===== config.mk =====
export PLATFORM = sky130hd
export DESIGN_NAME = motor_stall_window_detector_unit
export DESIGN_NICKNAME = d
export VERILOG_FILES = /design/src/rtl/core/msw_pkg.sv /design/src/rtl/core/msw_cell.sv /design/src/rtl/core/msw_window.sv /design/src/rtl/core/motor_stall_window_detector_unit.sv
export SDC_FILE = /design/constraint.sdc
export NUM_CORES = 1
export LEC_CHECK = 0
export BUFFER_PORTS_ARGS = -buffer_cell sky130_fd_sc_hd__buf_2
export CAP_MARGIN = 25
export CORE_AREA = 5 5 141 143
export DETAILED_ROUTE_END_ITERATION = 6
export DIE_AREA = 0 0 146 148
export HOLD_SLACK_MARGIN = 0.1
export PLACE_DENSITY = 0.83
export SLEW_MARGIN = 25
export SYNTH_ARGS = -nofsm -noshare
export SYNTH_HDL_FRONTEND = slang
export SYNTH_SLANG_ARGS = --single-unit

===== constraint.sdc =====
create_clock -name clk -period 5.1 [get_ports clk]
set_input_delay 1.02 -clock clk [delete_from_list [all_inputs] [get_ports clk]]
set_output_delay 1.02 -clock clk [all_outputs]
set_load 0.01 [all_outputs]

===== src/rtl/core/msw_pkg.sv =====
// msw_pkg: shared types and constants of the motor stall window detector
// holds the status codes, the register map and the reset values of the registers
// depends on nothing
package msw_pkg;

    // result codes
    typedef enum logic [1:0] {
        ST_OK      = 2'd0,
        ST_STALL   = 2'd1,
        ST_TIMEOUT = 2'd2
    } status_t;

    // register map, index of each register (byte address is four times this)
    localparam logic [2:0] REG_HIGH_EN    = 3'd0;
    localparam logic [2:0] REG_HIGH_LEVEL = 3'd1;
    localparam logic [2:0] REG_HIGH_NEED  = 3'd2;
    localparam logic [2:0] REG_ZERO_NEED  = 3'd3;
    localparam logic [2:0] REG_TIMEOUT    = 3'd4;
    localparam logic [2:0] REG_START      = 3'd5;

    // field widths
    localparam int unsigned SAMPLE_W = 16;
    localparam int unsigned TIME_W   = 32;
    localparam int unsigned SEEN_W   = 5;
    localparam int unsigned ADDR_W   = 5;
    localparam int unsigned DATA_W   = 32;

    // register reset values
    localparam logic                RST_HIGH_EN    = 1'b0;
    localparam logic [SAMPLE_W-1:0] RST_HIGH_LEVEL = 16'd200;
    localparam logic [SEEN_W-1:0]   RST_HIGH_NEED  = 5'd3;
    localparam logic [SEEN_W-1:0]   RST_ZERO_NEED  = 5'd15;
    localparam logic [TIME_W-1:0]   RST_TIMEOUT    = 32'd5000;
    localparam logic [TIME_W-1:0]   RST_START      = 32'd0;

    // per-beat control from the top level to each flag window
    typedef struct packed {
        logic shift;
        logic full;
    } win_ctrl_t;

    // one result beat
    typedef struct packed {
        status_t             status;
        logic [SEEN_W-1:0]   high_seen;
        logic [SEEN_W-1:0]   zero_seen;
    } out_beat_t;

endpackage


===== src/rtl/core/msw_cell.sv =====
// msw_cell: one stage of a flag window, holding the flag of one sample
// hands its flag to the next stage on every accepted beat
// depends on nothing
module msw_cell (
    input  logic clk,
    input  logic shift,
    input  logic d,
    output logic q
);

    logic flag_reg;

    // flag storage, loaded from the neighbour on each shift
    always_ff @(posedge clk)
    begin
        if (shift)
        begin
            flag_reg <= d;
        end
    end

    assign q = flag_reg;

endmodule


===== src/rtl/core/msw_window.sv =====
// msw_window: sliding window of flags built as a row of msw_cell stages,
// with a running count of set flags
// depends on msw_pkg and msw_cell
module msw_window #(
    parameter int unsigned WINDOW = 20,
    parameter int unsigned CNT_W  = 5
) (
    input  logic                 clk,
    input  logic                 rst_n,
    input  msw_pkg::win_ctrl_t   ctrl,
    input  logic                 flag_in,
    output logic [CNT_W-1:0]     tally_next,
    output logic [CNT_W-1:0]     tally
);

    logic [WINDOW-1:0] tap;
    logic [CNT_W-1:0]  tally_reg;
    logic              oldest;

    // row of cells, newest flag enters at stage zero
    genvar gi;
    generate
        for (gi = 0; gi < WINDOW; gi++)
        begin : g_cell
            if (gi == 0)
            begin : g_head
                msw_cell u_cell (
                    .clk   (clk),
                    .shift (ctrl.shift),
                    .d     (flag_in),
                    .q     (tap[gi])
                );
            end
            else
            begin : g_body
                msw_cell u_cell (
                    .clk   (clk),
                    .shift (ctrl.shift),
                    .d     (tap[gi-1]),
                    .q     (tap[gi])
                );
            end
        end
    endgenerate

    // flag that drops out of a full window
    assign oldest = ctrl.full & tap[WINDOW-1];

    // running count, one up or one down per beat
    always_comb
    begin
        tally_next = tally_reg;
        if (flag_in && !oldest)
        begin
            tally_next = tally_reg + CNT_W'(1);
        end
        else if (!flag_in && oldest)
        begin
            tally_next = tally_reg - CNT_W'(1);
        end
    end

    always_ff @(posedge clk or negedge rst_n)
    begin
        if (!rst_n)
        begin
            tally_reg <= '0;
        end
        else if (ctrl.shift)
        begin
            tally_reg <= tally_next;
        end
    end

    assign tally = tally_reg;

endmodule


===== src/rtl/core/motor_stall_window_detector_unit.sv =====
// motor_stall_window_detector_unit: m-of-n stall detector over two flag windows
// a result beat is registered in the output register, or in the skid entry while the output stalls
// throughput: one sample per cycle while the skid entry is empty, set by the one-step count update in each window
// a two-entry output stage keeps taking samples while one result waits
// reset: counts, fill level and valids clear and registers take their reset values at once; window cells need no clear
// depends on msw_pkg, msw_window and msw_cell
module motor_stall_window_detector_unit #(
    parameter int unsigned WINDOW = 20
) (
    input  logic                              clk,
    input  logic                              rst_n,
    // sample channel
    input  logic                              in_valid,
    output logic                              in_ready,
    input  logic [msw_pkg::TIME_W-1:0]        now_ms,
    input  logic [msw_pkg::SAMPLE_W-1:0]      sample,
    // result channel
    output logic                              out_valid,
    input  logic                              out_ready,
    output logic [1:0]                        status,
    output logic [msw_pkg::SEEN_W-1:0]        high_seen,
    output logic [msw_pkg::SEEN_W-1:0]        zero_seen,
    // register port
    input  logic                              psel,
    input  logic                              penable,
    input  logic                              pwrite,
    input  logic [msw_pkg::ADDR_W-1:0]        paddr,
    input  logic [msw_pkg::DATA_W-1:0]        pwdata,
    output logic [msw_pkg::DATA_W-1:0]        prdata,
    output logic                              pready
);

    localparam int unsigned CNT_W = $clog2(WINDOW + 1);
    localparam int unsigned CMP_W = (CNT_W > msw_pkg::SEEN_W) ? CNT_W : msw_pkg::SEEN_W;

    // registers
    logic                           high_en_reg;
    logic [msw_pkg::SAMPLE_W-1:0]   high_level_reg;
    logic [msw_pkg::SEEN_W-1:0]     high_need_reg;
    logic [msw_pkg::SEEN_W-1:0]     zero_need_reg;
    logic [msw_pkg::TIME_W-1:0]     timeout_reg;
    logic [msw_pkg::TIME_W-1:0]     start_reg;

    logic                           cfg_wr;
    logic [2:0]                     cfg_idx;

    // window control
    logic [CNT_W-1:0]               fill_reg;
    logic                           in_accept;
    logic                           out_take;
    msw_pkg::win_ctrl_t             win_ctrl;
    logic                           high_flag;
    logic                           zero_flag;
    logic [CNT_W-1:0]               high_tally_next;
    logic [CNT_W-1:0]               zero_tally_next;
    logic [CNT_W-1:0]               high_tally;
    logic [CNT_W-1:0]               zero_tally;

    // checks
    logic [CMP_W-1:0]               high_cnt_ext;
    logic [CMP_W-1:0]               zero_cnt_ext;
    logic [msw_pkg::TIME_W-1:0]     elapsed;
    msw_pkg::out_beat_t             beat_next;

    // output stage
    logic                           out_valid_reg;
    msw_pkg::out_beat_t             out_beat_reg;
    logic                           skid_valid_reg;
    msw_pkg::out_beat_t             skid_beat_reg;

    // register writes
    assign cfg_wr  = psel & penable & pwrite & pready;
    assign cfg_idx = paddr[4:2];
    assign pready  = 1'b1;

    always_ff @(posedge clk or negedge rst_n)
    begin
        if (!rst_n)
        begin
            high_en_reg    <= msw_pkg::RST_HIGH_EN;
            high_level_reg <= msw_pkg::RST_HIGH_LEVEL;
            high_need_reg  <= msw_pkg::RST_HIGH_NEED;
            zero_need_reg  <= msw_pkg::RST_ZERO_NEED;
            timeout_reg    <= msw_pkg::RST_TIMEOUT;
            start_reg      <= msw_pkg::RST_START;
        end
        else if (cfg_wr)
        begin
            case (cfg_idx)
                msw_pkg::REG_HIGH_EN:    high_en_reg    <= pwdata[0];
                msw_pkg::REG_HIGH_LEVEL: high_level_reg <= pwdata[msw_pkg::SAMPLE_W-1:0];
                msw_pkg::REG_HIGH_NEED:  high_need_reg  <= pwdata[msw_pkg::SEEN_W-1:0];
                msw_pkg::REG_ZERO_NEED:  zero_need_reg  <= pwdata[msw_pkg::SEEN_W-1:0];
                msw_pkg::REG_TIMEOUT:    timeout_reg    <= pwdata;
                msw_pkg::REG_START:      start_reg      <= pwdata;
                default:                 ;
            endcase
        end
    end

    // register reads
    always_comb
    begin
        case (cfg_idx)
            msw_pkg::REG_HIGH_EN:    prdata = {31'd0, high_en_reg};
            msw_pkg::REG_HIGH_LEVEL: prdata = {16'd0, high_level_reg};
            msw_pkg::REG_HIGH_NEED:  prdata = {27'd0, high_need_reg};
            msw_pkg::REG_ZERO_NEED:  prdata = {27'd0, zero_need_reg};
            msw_pkg::REG_TIMEOUT:    prdata = timeout_reg;
            msw_pkg::REG_START:      prdata = start_reg;
            default:                 prdata = '0;
        endcase
    end

    // handshakes
    assign in_ready  = ~skid_valid_reg;
    assign in_accept = in_valid & in_ready;
    assign out_take  = ~out_valid_reg | out_ready;

    // fill level, saturates once the window is full
    assign win_ctrl.shift = in_accept;
    assign win_ctrl.full  = (fill_reg == CNT_W'(WINDOW));

    always_ff @(posedge clk or negedge rst_n)
    begin
        if (!rst_n)
        begin
            fill_reg <= '0;
        end
        else if (in_accept && !win_ctrl.full)
        begin
            fill_reg <= fill_reg + CNT_W'(1);
        end
    end

    // sample flags
    assign high_flag = (sample >= high_level_reg);
    assign zero_flag = (sample == '0);

    msw_window #(
        .WINDOW (WINDOW),
        .CNT_W  (CNT_W)
    ) u_high_win (
        .clk        (clk),
        .rst_n      (rst_n),
        .ctrl       (win_ctrl),
        .flag_in    (high_flag),
        .tally_next (high_tally_next),
        .tally      (high_tally)
    );

    msw_window #(
        .WINDOW (WINDOW),
        .CNT_W  (CNT_W)
    ) u_zero_win (
        .clk        (clk),
        .rst_n      (rst_n),
        .ctrl       (win_ctrl),
        .flag_in    (zero_flag),
        .tally_next (zero_tally_next),
        .tally      (zero_tally)
    );

    // stall and timeout checks in priority order
    assign high_cnt_ext = CMP_W'(high_tally_next);
    assign zero_cnt_ext = CMP_W'(zero_tally_next);
    assign elapsed      = now_ms - start_reg;

    always_comb
    begin
        beat_next.high_seen = high_cnt_ext[msw_pkg::SEEN_W-1:0];
        beat_next.zero_seen = zero_cnt_ext[msw_pkg::SEEN_W-1:0];
        if (high_en_reg && (high_cnt_ext >= CMP_W'(high_need_reg)))
        begin
            beat_next.status = msw_pkg::ST_STALL;
        end
        else if (zero_cnt_ext >= CMP_W'(zero_need_reg))
        begin
            beat_next.status = msw_pkg::ST_STALL;
        end
        else if ((now_ms >= start_reg) && (elapsed >= timeout_reg))
        begin
            beat_next.status = msw_pkg::ST_TIMEOUT;
        end
        else
        begin
            beat_next.status = msw_pkg::ST_OK;
        end
    end

    // output register and skid entry, valids
    always_ff @(posedge clk or negedge rst_n)
    begin
        if (!rst_n)
        begin
            out_valid_reg  <= 1'b0;
            skid_valid_reg <= 1'b0;
        end
        else if (out_take)
        begin
            if (skid_valid_reg)
            begin
                out_valid_reg  <= 1'b1;
                skid_valid_reg <= 1'b0;
            end
            else
            begin
                out_valid_reg <= in_accept;
            end
        end
        else if (in_accept)
        begin
            skid_valid_reg <= 1'b1;
        end
    end

    // output register and skid entry, payload
    always_ff @(posedge clk)
    begin
        if (out_take)
        begin
            if (skid_valid_reg)
            begin
                out_beat_reg <= skid_beat_reg;
            end
            else if (in_accept)
            begin
                out_beat_reg <= beat_next;
            end
        end
        else if (in_accept)
        begin
            skid_beat_reg <= beat_next;
        end
    end

    assign out_valid = out_valid_reg;
    assign status    = out_beat_reg.status;
    assign high_seen = out_beat_reg.high_seen;
    assign zero_seen = out_beat_reg.zero_seen;

    // skid entry only ever holds a beat behind a waiting result
    a_skid_behind_out: assert property (@(posedge clk) disable iff (!rst_n)
        skid_valid_reg |-> out_valid_reg)
        else $error("skid entry full while output register empty");

    // a beat taken while the result is stalled lands in the skid entry
    a_stall_to_skid: assert property (@(posedge clk) disable iff (!rst_n)
        (in_accept && out_valid_reg && !out_ready) |=> skid_valid_reg)
        else $error("beat accepted under stall was not held");

    // counts never exceed the samples held in the window
    a_tally_bound: assert property (@(posedge clk) disable iff (!rst_n)
        (high_tally <= fill_reg) && (zero_tally <= fill_reg))
        else $error("window count above fill level");

    // fill level saturates at the window length
    a_fill_bound: assert property (@(posedge clk) disable iff (!rst_n)
        fill_reg <= CNT_W'(WINDOW))
        else $error("fill level beyond window length");

endmodule


==> results.cfg <==
[clock_network]
clk_pin_slew_ns = 0.07
cts_setup_buffers = 0
cts_resized = 0
clockRootBuffer = clkbuf_16
insertion_delay_ns = 0.44
clock_path_buffers = 2
cts_sinks = 172
cts_buffers = 17
htree_levels = 4
cts_hold_buffers = 0
cts_tree = built

[hold_path]
worstHoldStart = u_high_win.g_cell[11].g_body.u_cell.q$_DFFE_PP_
hold_end = u_high_win.g_cell[12].g_body.u_cell.q$_DFFE_PP_
hold_class = register to register
whs_path_depth = 0

[sta]
timing.fmax_ghz = 0.2103
hold_viol_final = 0
worst_pin_slew_ns = 0.8985
maxSlewViolCount = 0
fin_skew_ns = 0.01143
rsz0062_at_grt = false
period_share = 0.9324
setup_tns_ns = 0
setup_viol = 0
max-slew-margin-rel = 0.3977
period_minus_slack_ns = 4.755

[synthesis]
yosysSeqAreaShare = 0.4378
async_reset_ff_frac = 0.6279
synth-edff-count = 64
avgSynthCellArea_um2 = 9.891
synth_flop_cell = dfrtp_1
synth-seq-cells = 172
synthCells = 1072
yosysUniqueCellTypes = 78
yosysWarnings = 0
syn_area_um2 = 10600
syn_nets = 1261

[routing]
wire_per_inst_um = 18.35
viasPerCell = 5.901
drt_iter0_drc = 690
route.final.wire_length_mm = 26.78
num_vias = 8609
drc = 0
antenna_left = 0
first_pass_iters = 6

[status]
status = completed

[pwr]
p_leak_nw = 5.707
p_total_mw = 5.353
ir_drop_mv = 0.2665
p_per_area_nw_per_um2 = 438.1

[die]
dieArea_um2 = 21610
io_pins = 139
die_h_um = 148
rows = 50
die_x_um = 146
core_area_um2 = 18460
start_util = 0.5745

[global_routing]
first_global_vias = 8478
grt_max_degree = 81
grt_use_total = 0.2509
antenna_found_initial = 3
grt_pass1_wl_mm = 43.58
grt_overflow_total = 0

[final_layout]
fin_cells = 1459
nets = 1400
area_growth_pct = 15.24
drive_above_1_share = 0.2247
n_fill_cell = 1448

[setup_path]
cp-end-kind = register
cp_top_family = compound AO/OA/AOI/OAI gates
r2r-end = status[1]$_DFFE_PP_
path_cells = buf_2 > inv_1 > ha_1 > fa_1 > nor2b_1 > o2111ai_1 > a311oi_1 > nor2_1 > o31ai_4 > a31oi_1 > xnor2_1 > ha_1 > nand2_1 > or3_1 > or4_1 > a21oi_1 > o21bai_1 > o31ai_1
timing.critical_path.mode_cell = ha_1
cp-startpoint = now_ms[0]
slowest_delay_ns = 0.53
cp-start-kind = input pin
crit_fanout = 3
reg2reg_depth = 16
slowest_stage = or4_1
path_class = input pin to register
reg2reg_slack_ns = 0.59
crit_buf_inv = 2
worstPathArrival_ns = 5.02
worstReg2RegStart = start_reg[12]$_DFFE_PN0P_
required_ns = 5.37

[flow_run]
drv_cap = 0

[place]
gp_congestion = 0.9501
dp_hpwl_mm = 19.98
io_buffers = 135
dp.cells = 1426
[stage by stage]
stage	instance area [µm²]	util	setup slack, ns	hold slack (ns)
2_1_floorplan	10600	-	0.4732	0.4003
3_3_place_gp	11610	0.6294	0.03405	0.4022
3_5_place_dp	11620	0.6295	-0.04536	0.4045
4_1_cts	12210	0.6614	0.3730	0.4187
5_1_grt	12220	0.6620	0.05093	0.4290
6_report	12220	0.6620	0.3447	0.4202
[synthesized netlist by cell type, types with 6 or more instances]
library cell  instances  area (µm²)
dfrtp_1              94        2352
a211oi_1              9       67.56
nor2b_1               9       56.30
o21ai_0             102       510.5
a31oi_1              14       87.58
dfstp_2              14       367.9
and3_1                9       56.30
xnor2_1              25       219.0
ha_1                 96        1201
mux2_2               46       518.0
nand2_1             116       435.4
inv_1               111       416.7
o31ai_1               7       52.55
nand3_1              19       95.09
nand4_1              12       75.07
nor2_1               66       247.7
clkbuf_1             30       112.6
a21oi_1              33       165.2
mux2i_1              23       230.2
a22oi_1              15       112.6
xor2_1               13       113.9
a21o_1               19       142.6
o22ai_1               7       43.79
nor3_1                7       35.03
o21a_1                6       45.04
nor4_1                9       56.30
nand2b_1             10       62.56
edfxtp_1             64        1922
and4_1                7       61.31
[kinds of logic (layout without fill, tap and decap cells)]
logic type | after synthesis | after routing | synth area share
AO/OA/AOI/OAI | 260 | 260 | 0.1613
XOR/XNOR | 39 | 39 | 0.03292
adder cells (fa/ha/maj) | 97 | 97 | 0.1152
buffers and inverters | 152 | 304 | 0.05511
flip-flops | 172 | 172 | 0.4378
multiplexers | 71 | 71 | 0.07411
other | 1 | 2 | 0.0003537
AND/OR/NAND/NOR | 280 | 280 | 0.1232
[metal layers]
| metal | global-route usage | part of all wire | vias to the layer above |
|---|---|---|---|
| li1 | - | - | 4110 |
| met1 | 0.3408 | 0.43 | 4087 |
| met2 | 0.4020 | 0.47 | 346 |
| met3 | 0.05947 | 0.072 | 62 |
| met4 | 0.07902 | 0.027 | 4 |
| met5 | 0 | 0.00093 | - |
[final cells by class]
class	instances	area, µm²	share of cell area
Multi-Input combinational cell	748	5389	0.4411
Timing Repair Buffer	160	882.1	0.07220
Clock inverter	13	156.4	0.01280
Inverter	112	420.4	0.03441
Tap cell	234	292.8	0.02396
Sequential cell	172	4642	0.3799
Clock buffer	19	432.9	0.03543
Antenna cell	1	2.502	0.0002048
[layout by cell type, fill, tap and decap left out, drive strengths merged, types with 11 or more instances in the layout]
| cell type | count |
|---|---|
| a21o | 20 |
| a21oi | 35 |
| a22oi | 15 |
| a31oi | 14 |
| buf | 160 |
| clkbuf | 19 |
| dfrtp | 94 |
| dfstp | 14 |
| edfxtp | 64 |
| ha | 96 |
| inv | 118 |
| mux2 | 47 |
| mux2i | 23 |
| nand2 | 116 |
| nand2b | 11 |
| nand3 | 19 |
| nand4 | 12 |
| nor2 | 66 |
| o21ai | 104 |
| xnor2 | 25 |
| xor2 | 14 |
[how the worst max path moves through the flow]
| stage | end | slack (ns) | cells past startpoint |
|---|---|---|---|
| 2_1_floorplan | status[1]$_DFFE_PP_ | 0.47 | 17 |
| 3_3_place_gp | status[1]$_DFFE_PP_ | 0.03 | 18 |
| 3_5_place_dp | status[1]$_DFFE_PP_ | -0.05 | 18 |
| 4_1_cts | status[1]$_DFFE_PP_ | 0.37 | 18 |
| 5_1_grt | status[1]$_DFFE_PP_ | 0.05 | 20 |
| 6_report | status[1]$_DFFE_PP_ | 0.34 | 18 |
[power breakdown]
part | switching (mW) | internal, mW | total [mW]
combinational | 1.16 | 0.914 | 2.08
sequential | 0.180 | 1.77 | 1.95
clock | 0.587 | 0.737 | 1.32
total | 1.93 | 3.42 | 5.35
Power figures use the tool's default switching activity.
